**src/design/nddi_pkg.sv**
```systemverilog
// Shared types, codes and saturating Q16.16 helpers for the Newton
// divided-difference interpolator. No dependencies.
`default_nettype none
package nddi_pkg;

  localparam int unsigned RESULT_LIMIT = 8;
  localparam logic [31:0] Q_ONE        = 32'h0001_0000;

  localparam logic REQ_LOAD = 1'b0;
  localparam logic REQ_EVAL = 1'b1;

  localparam logic [1:0] ST_OK  = 2'd0;
  localparam logic [1:0] ST_DUP = 2'd1;
  localparam logic [1:0] ST_SAT = 2'd2;
  localparam logic [1:0] ST_PTS = 2'd3;

  // condition bits carried with each coefficient: [1] saturated, [0] duplicate x
  localparam int unsigned COND_DUP = 0;
  localparam int unsigned COND_SAT = 1;

  typedef struct packed {
    logic        sat;
    logic [31:0] v;
  } sat_t;

  // datapath commands from the controller
  typedef struct packed {
    logic pt_we;    // store one point
    logic cap_xq;   // capture query abscissa
    logic do_sub;   // form numerator and denominator
    logic div_go;   // start division
    logic dd_we;    // write back divided difference
    logic ev_init;  // order-0 estimate
    logic ev_sub;   // term times (xq - x)
    logic ev_term;  // scale and saturate term
    logic ev_mul;   // coefficient times term
    logic ev_est;   // accumulate estimate
    logic ev_chg;   // step change
    logic out_ld;   // load result register
    logic zero_ld;  // load empty-set result
    logic last;     // result is highest order
    logic drop;     // points were dropped
  } cmd_t;

  typedef struct packed {
    logic div_done;
    logic out_free;
  } stat_t;

  function automatic sat_t sat_w(input logic signed [63:0] v);
    sat_t r;
    if (v > 64'sd2147483647) begin
      r.sat = 1'b1;
      r.v   = 32'h7FFF_FFFF;
    end else if (v < -64'sd2147483648) begin
      r.sat = 1'b1;
      r.v   = 32'h8000_0000;
    end else begin
      r.sat = 1'b0;
      r.v   = v[31:0];
    end
    return r;
  endfunction

  function automatic sat_t sub32(input logic [31:0] a, input logic [31:0] b);
    logic signed [63:0] d;
    d = $signed({{32{a[31]}}, a}) - $signed({{32{b[31]}}, b});
    return sat_w(d);
  endfunction

  function automatic sat_t add32(input logic [31:0] a, input logic [31:0] b);
    logic signed [63:0] s;
    s = $signed({{32{a[31]}}, a}) + $signed({{32{b[31]}}, b});
    return sat_w(s);
  endfunction

  // Q16.16 rescale of a full product, truncated toward zero
  function automatic sat_t mulq(input logic signed [63:0] p);
    logic signed [63:0] t;
    t = p[63] ? p + 64'sd65535 : p;
    t = t >>> 16;
    return sat_w(t);
  endfunction

endpackage
`default_nettype wire

```
**src/design/nddi_ctrl.sv**
```systemverilog
// Controller: point count, table-build and evaluation sequencing.
// Depends on nddi_pkg.
`default_nettype none
module nddi_ctrl #(
  parameter int unsigned MAX_POINTS = 8,
  parameter int unsigned AW         = 3
) (
  input  logic             clk_i,
  input  logic             rst_ni,
  input  logic             in_valid_i,
  output logic             in_ready_o,
  input  logic             req_type_i,
  input  nddi_pkg::stat_t  stat_i,
  output nddi_pkg::cmd_t   cmd_o,
  output logic [AW-1:0]    ra_o,
  output logic [AW-1:0]    rb_o,
  output logic [AW-1:0]    rc_o,
  output logic [AW-1:0]    wa_o,
  output logic [2:0]       ord_o
);

  localparam int unsigned CW  = $clog2(MAX_POINTS + 1);
  localparam int unsigned LIM = (MAX_POINTS > nddi_pkg::RESULT_LIMIT) ?
                                nddi_pkg::RESULT_LIMIT : MAX_POINTS;

  typedef enum logic [14:0] {
    S_IDLE    = 15'b000000000000001,
    S_DD_RD   = 15'b000000000000010,
    S_DD_SUB  = 15'b000000000000100,
    S_DD_DIV  = 15'b000000000001000,
    S_DD_WAIT = 15'b000000000010000,
    S_EV0_RD  = 15'b000000000100000,
    S_EV0     = 15'b000000001000000,
    S_EV_RD   = 15'b000000010000000,
    S_EV_SUB  = 15'b000000100000000,
    S_EV_TERM = 15'b000001000000000,
    S_EV_MUL  = 15'b000010000000000,
    S_EV_EST  = 15'b000100000000000,
    S_EV_CHG  = 15'b001000000000000,
    S_EV_OUT  = 15'b010000000000000,
    S_ZERO    = 15'b100000000000000
  } state_e;

  state_e        state_q, state_d;
  logic [CW-1:0] cnt_q, cnt_d, n_eff;
  logic          drop_q, drop_d;
  logic [AW-1:0] i_q, i_d, j_q, j_d, nm1_q, nm1_d;
  logic          acc;

  always_comb begin
    acc     = in_valid_i && (state_q == S_IDLE);
    n_eff   = (cnt_q > CW'(LIM)) ? CW'(LIM) : cnt_q;
    state_d = state_q;
    cnt_d   = cnt_q;
    drop_d  = drop_q;
    i_d     = i_q;
    j_d     = j_q;
    nm1_d   = nm1_q;
    cmd_o   = '0;
    cmd_o.last = (i_q == nm1_q);
    cmd_o.drop = drop_q;
    case (state_q)
      // take requests: store points, flag a drop when full, or start an evaluation
      S_IDLE: begin
        if (acc) begin
          if (req_type_i == nddi_pkg::REQ_LOAD) begin
            if (cnt_q < CW'(MAX_POINTS)) begin
              cmd_o.pt_we = 1'b1;
              cnt_d       = cnt_q + CW'(1);
            end else begin
              drop_d = 1'b1;
            end
          end else begin
            cmd_o.cap_xq = 1'b1;
            nm1_d        = AW'(n_eff - CW'(1));
            if (cnt_q == CW'(0)) begin
              state_d = S_ZERO;
            end else if (n_eff == CW'(1)) begin
              i_d     = '0;
              state_d = S_EV0_RD;
            end else begin
              j_d     = AW'(1);
              i_d     = AW'(n_eff - CW'(1));
              state_d = S_DD_RD;
            end
          end
        end
      end
      S_DD_RD:  state_d = S_DD_SUB;
      S_DD_SUB: begin
        cmd_o.do_sub = 1'b1;
        state_d      = S_DD_DIV;
      end
      S_DD_DIV: begin
        cmd_o.div_go = 1'b1;
        state_d      = S_DD_WAIT;
      end
      // await the quotient, write back, then step down the column, to the next column or to evaluation
      S_DD_WAIT: begin
        if (stat_i.div_done) begin
          cmd_o.dd_we = 1'b1;
          if (i_q == j_q) begin
            if (j_q == nm1_q) begin
              i_d     = '0;
              state_d = S_EV0_RD;
            end else begin
              j_d     = j_q + AW'(1);
              i_d     = nm1_q;
              state_d = S_DD_RD;
            end
          end else begin
            i_d     = i_q - AW'(1);
            state_d = S_DD_RD;
          end
        end
      end
      S_EV0_RD: state_d = S_EV0;
      S_EV0: begin
        cmd_o.ev_init = 1'b1;
        state_d       = S_EV_OUT;
      end
      S_EV_RD:  state_d = S_EV_SUB;
      S_EV_SUB: begin
        cmd_o.ev_sub = 1'b1;
        state_d      = S_EV_TERM;
      end
      S_EV_TERM: begin
        cmd_o.ev_term = 1'b1;
        state_d       = S_EV_MUL;
      end
      S_EV_MUL: begin
        cmd_o.ev_mul = 1'b1;
        state_d      = S_EV_EST;
      end
      S_EV_EST: begin
        cmd_o.ev_est = 1'b1;
        state_d      = S_EV_CHG;
      end
      S_EV_CHG: begin
        cmd_o.ev_chg = 1'b1;
        state_d      = S_EV_OUT;
      end
      // hold until the result register frees up
      S_EV_OUT: begin
        if (stat_i.out_free) begin
          cmd_o.out_ld = 1'b1;
          if (i_q == nm1_q) begin
            cnt_d   = '0;
            drop_d  = 1'b0;
            state_d = S_IDLE;
          end else begin
            i_d     = i_q + AW'(1);
            state_d = S_EV_RD;
          end
        end
      end
      S_ZERO: begin
        if (stat_i.out_free) begin
          cmd_o.zero_ld = 1'b1;
          cnt_d         = '0;
          drop_d        = 1'b0;
          state_d       = S_IDLE;
        end
      end
      default: state_d = S_IDLE;
    endcase
  end

  always_ff @(posedge clk_i or negedge rst_ni) begin
    if (!rst_ni) begin
      state_q <= S_IDLE;
      cnt_q   <= '0;
      drop_q  <= 1'b0;
      i_q     <= '0;
      j_q     <= '0;
      nm1_q   <= '0;
    end else begin
      state_q <= state_d;
      cnt_q   <= cnt_d;
      drop_q  <= drop_d;
      i_q     <= i_d;
      j_q     <= j_d;
      nm1_q   <= nm1_d;
    end
  end

  // store addresses follow the loop counters
  assign ra_o       = i_q;
  assign rb_o       = i_q - AW'(1);
  assign rc_o       = (state_q == S_DD_RD || state_q == S_DD_SUB) ? i_q - j_q : i_q - AW'(1);
  assign wa_o       = (state_q == S_IDLE) ? cnt_q[AW-1:0] : i_q;
  assign ord_o      = 3'(i_q);
  assign in_ready_o = (state_q == S_IDLE);

endmodule
`default_nettype wire

```
**config.mk**
```make
export PLATFORM = sky130hd
export DESIGN_NAME = nddi_ctrl
export DESIGN_NICKNAME = d
export VERILOG_FILES = /design/src/design/nddi_pkg.sv /design/src/design/nddi_ctrl.sv
export SDC_FILE = /design/constraint.sdc
export NUM_CORES = 1
export LEC_CHECK = 0
export ABC_AREA = 0
export BUFFER_PORTS_ARGS = -buffer_cell sky130_fd_sc_hd__buf_4
export CAP_MARGIN = 20
export CELL_PAD_IN_SITES_DETAIL_PLACEMENT = 0
export CELL_PAD_IN_SITES_GLOBAL_PLACEMENT = 1
export CORE_ASPECT_RATIO = 1.5
export CORE_UTILIZATION = 42
export DETAILED_ROUTE_END_ITERATION = 8
export GPL_TIMING_DRIVEN = 1
export PLACE_DENSITY_LB_ADDON = 0.1
export SYNTH_ARGS = -nofsm -noshare
export SYNTH_HDL_FRONTEND = slang
export SYNTH_SLANG_ARGS = --single-unit
```
**constraint.sdc**
```tcl
create_clock -name clk_i -period 3.5 [get_ports clk_i]
set_clock_uncertainty 0.2 [all_clocks]
set_input_delay 0.525 -clock clk_i [delete_from_list [all_inputs] [get_ports clk_i]]
set_output_delay 0.525 -clock clk_i [all_outputs]
set_load 0.01 [all_outputs]
```
; Word-level counts from Yosys, hierarchy flattened
; Cells that the tools add are included.
[classes]
n_addsub = 6
reduce_logical = 13
n_eq_ne = 33
mux = 64
n_lt_le_gt_ge = 2
[ops]
columns = operator, count
row1 = 15-bit case mux with 14 select lines, 1
row2 = 15-bit 2-to-1 mux, 7
row3 = 3-bit 2-to-1 mux, 18
row4 = 4-bit 2-to-1 mux, 7
row5 = 1-bit 2-to-1 mux, 22
row6 = "2-bit != test, second input constant", 11
row7 = 7-bit AND reduction, 3
row8 = "15-bit by 1-bit equality test with 1-bit output, second input constant", 1
row9 = "15-bit by 10-bit equality test with 1-bit output, second input constant", 1
row10 = "15-bit by 11-bit equality test with 1-bit output, second input constant", 1
row11 = "15-bit by 12-bit equality test with 1-bit output, second input constant", 1
row12 = "15-bit by 13-bit equality test with 1-bit output, second input constant", 1
row13 = "15-bit by 14-bit equality test with 1-bit output, second input constant", 1
row14 = "15-bit equality test, second input constant", 1
row15 = "15-bit by 2-bit equality test with 1-bit output, second input constant", 1
row16 = "15-bit by 3-bit equality test with 1-bit output, second input constant", 1
row17 = "15-bit by 4-bit equality test with 1-bit output, second input constant", 1
row18 = "15-bit by 5-bit equality test with 1-bit output, second input constant", 1
row19 = "15-bit by 6-bit equality test with 1-bit output, second input constant", 1
row20 = "15-bit by 7-bit equality test with 1-bit output, second input constant", 1
row21 = "15-bit by 8-bit equality test with 1-bit output, second input constant", 1
row22 = "15-bit by 9-bit equality test with 1-bit output, second input constant", 1
row23 = 6-bit 2-to-1 mux, 2
row24 = 4-bit case mux with 3 select lines, 1
row25 = other kinds (23), 31
[totals]
word_cells = 124
output_inout_bits = 31
ff_bits = 29

; Depth between registers and ports, before layout
[logic_depth]
word_depth = 8
depth_mapped = 12
depth_no_buf = 12

; Worst setup path before layout
; No wires, ideal clock.
[synth_path]
path_kind = register -> output
start = register state_q[5]
end = output cmd_o[5] in the netlist's numbering
required_time_ps = 2775
t_arrival_ps = 2012
setup_slack_ps = 763
path_stages_with_launch = 5
cell_sequence = dfrtp_1 -> nor4_2 -> nand2_1 -> or4_1 -> nor3b_1
[synth_rtl]
columns = item, line_no
row1 = from (decl), nddi_ctrl.sv:44  ; state_e state_q, state_d;
row2 = from (signal assigned), nddi_ctrl.sv:178  ; state_q <= state_d;
row3 = to (decl), nddi_ctrl.sv:14  ; output nddi_pkg::cmd_t cmd_o,

==> metrics <==
initial core utilization=0.4377; DR WL/cell=17.29 µm; DRT Wirelength=6519 µm; Post-CTS Setup Inserts=0; Num CTS Buffers=5; total chip power=2.313 mW; Post-synth EDFFs=0; Final #Nets=325; Rel. slew slack=0.6172; Net Count, Synth=286; Cell Area, Placed=2615 µm²; Total GRT Usage=0.2585; Post-Syn Area=2261 µm²; Clock transition at path regs=60 ps; CP max stage cell=or4_1; status=complete, no violations; antenna-violating nets left=0; CTS tree=done; I/O pin count=37; #FFs+latches synth=29; CP startpoint=state_q[12]$_DFFE_PN0P_; GRT overflow=0; DRT iter0 DRCs=89; CP Cell Sequence=nor3_1 -> nand2_1 -> or4_1 -> nor3b_1 -> buf_4; setup_tns=0 ps; Post-synth ARST share=1.000; WP depth=5; R2R cell count=11; Clock Sink Count=29; fin crit share=0.9142; Setup crit end=cmd_o[5]; initial antenna violation count=0; hold depth=2; RSZ-0062 raised after global routing=false; VDD IR-drop max=0.0003621 V; Startpoint Class=flip-flop; layout cell share with drive strength beyond 1=0.2104; maximum clock rate=312.5 MHz; worst r2r src=cnt_q[0]$_DFFE_PN0P_; final core occ=0.5250; largest fanout on the critical path=8; Worst Path Required=2770 ps; Crit Reg-Reg Endpoint=j_q[2]$_DFFE_PN0P_; CP arrival=2470 ps; CP top delay family=simple AND/OR/NAND/NOR gates; max-slew violation count=0; maxcap violations=0; worst-skew pair later-pin latency=290 ps; met1 usage=0.2648; max incr delay on CP=600 ps; die height=91.86 µm; DP Cell Count=369; vias in the first global route=2,256; port buffer count=36; dpl hpwl=5241 µm; final setup vio count=0; R2R setup slack=700 ps; DRC Markers=0; synth unique cells=59; DIE AREA=5687 µm²; Leak=1.241 nW; Die W=61.91 µm; worst path bufs/invs=1; drt pass-1 iters=4; H-Tree Depth=2; Post-Synthesis Cells=270; Clock Path Buffers=2; PD cells=853.0 nW/µm²; commonest register cell after synthesis=dfrtp_1; non-filler cells, final=377; design area=2711 µm²; yosys warns=0; first-pass GRT wire length=10,800 µm; vias per inst=5.854; n_diodes=0; min Tclk post-route=3200 ps; measured slew at the worst slew-check pin=569.8 ps; sequential area share after synthesis=0.3215; critical path class=reg -> out; Crit. End Element=primary output; Synth-to-Final Area Change=19.92%; GR Util met2=0.4776; Avg Synthesized Cell Area=8.374 µm²; Cell Rows=32; detailed-route via count=2,207; clk root buf=clkbuf_8; pin count of the biggest net entering global routing=30; Hold Path Class=reg -> reg; core area=5165 µm²; met3 GRT Util=0.03949; GP Congestion=0.9205; GRT Max-Usage Layer=met2; final hold vios=0
-- worst min-delay path by stage --
stage,slack [ps],endpoint,startpoint
floorplan,30,cnt_q[0]$_DFFE_PN0P_,rst_ni
global placement,280,state_q[11]$_DFFE_PN0P_,rst_ni
detailed placement,280,state_q[11]$_DFFE_PN0P_,rst_ni
CTS,320,drop_q$_DFFE_PN0P_,drop_q$_DFFE_PN0P_
global route,370,cnt_q[1]$_DFFE_PN0P_,cnt_q[1]$_DFFE_PN0P_
finish,310,drop_q$_DFFE_PN0P_,drop_q$_DFFE_PN0P_
-- registers in the layout, indices dropped and copies added (netlist names) --
name,flops
ord_o,3
state_q,15
drop_q,1
cnt_q,4
j_q,3
nm1_q,3
-- worst min-delay path: stages, from the launching register on --
cell and delay [ps]:
dfrtp_1 340, a21oi_1 40, nor2_1 90
-- layout by cell type, fill, tap and decap left out, types with 5 or more instances in the layout --
| cell | instances |
|---|---|
| clkbuf_8 | 6 |
| or4_1 | 5 |
| buf_4 | 46 |
| nor4_1 | 9 |
| ha_1 | 9 |
| xor2_1 | 12 |
| o21ai_0 | 15 |
| nor3b_1 | 9 |
| nor2_1 | 24 |
| dfrtp_1 | 28 |
| a21oi_1 | 11 |
| nor3_1 | 14 |
| and2_1 | 5 |
| inv_1 | 11 |
| nand2_1 | 34 |
-- cell usage after synthesis (2+ instances only) --
| cell type | n | area, µm² |
|---|---|---|
| nand2b_1 | 4 | 25.02 |
| and4b_1 | 2 | 20.02 |
| or4_1 | 5 | 37.54 |
| a22oi_1 | 2 | 15.01 |
| mux2i_1 | 4 | 40.04 |
| nand2_1 | 34 | 127.6 |
| buf_4 | 4 | 30.03 |
| nand4b_1 | 2 | 17.52 |
| clkbuf_1 | 7 | 26.28 |
| nand3_1 | 2 | 10.01 |
| and2_1 | 5 | 31.28 |
| xor2_1 | 12 | 105.1 |
| and4_1 | 2 | 17.52 |
| nand4_1 | 4 | 25.02 |
| o21ai_0 | 15 | 75.07 |
| nor3b_1 | 9 | 67.56 |
| dfrtp_1 | 28 | 700.7 |
| or3_1 | 4 | 25.02 |
| ha_1 | 9 | 112.6 |
| buf_2 | 4 | 20.02 |
| and3_1 | 2 | 12.51 |
| nor3_1 | 14 | 70.07 |
| nor2_1 | 24 | 90.09 |
| nor4b_1 | 3 | 26.28 |
| xnor2_1 | 4 | 35.03 |
| nor4_1 | 9 | 56.30 |
| inv_1 | 11 | 41.29 |
| a21oi_1 | 11 | 55.05 |
| a21o_1 | 2 | 15.01 |
| a31oi_1 | 3 | 18.77 |
-- power by group --
part           total (mW)  internal (mW)  switching, mW
registers           0.574          0.423          0.151
clock network       0.283          0.156          0.127
logic                1.46          0.647          0.809
total                2.31           1.23           1.09
-- area by class of cell --
type / count / area [µm²]
multi-input combinational: 215 / 1416
sequential: 29 / 726.9
timing repair buffer: 47 / 355.3
fill: 533 / 2454
clock buffer: 7 / 86.33
inverter: 11 / 41.29
tap: 68 / 85.08
-- logic make-up after synthesis --
group	share of synthesized area
AND/OR/NAND/NOR	0.3376
AO/OA/AOI/OAI	0.1339
flip-flops	0.3215
buffers and inverters	0.05202
XOR/XNOR	0.06198
adder cells (fa/ha/maj)	0.05866
multiplexers	0.03431
-- per-layer routing --
layer / part of all wire / routed length [µm]
met1: 0.38 / 2479
met2: 0.55 / 3584
met3: 0.031 / 201
met4: 0.039 / 253
met5: 0 / 0
-- timing repair --
item,4_1_cts,5_1_grt
resized for setup,0,0
hold buffers,1,0
hold endpoints to repair,28,0
-- per-stage QoR --
stage / worst slack [ps] / hold WS (ps)
floorplan: 762.8 / 29.41
global placement: 684.3 / 279.9
detailed placement: 638.3 / 277.8
CTS: 317.6 / 319.7
global route: 60.39 / 373.3
finish: 300.3 / 314.7
(Power assumes the default switching activity.)
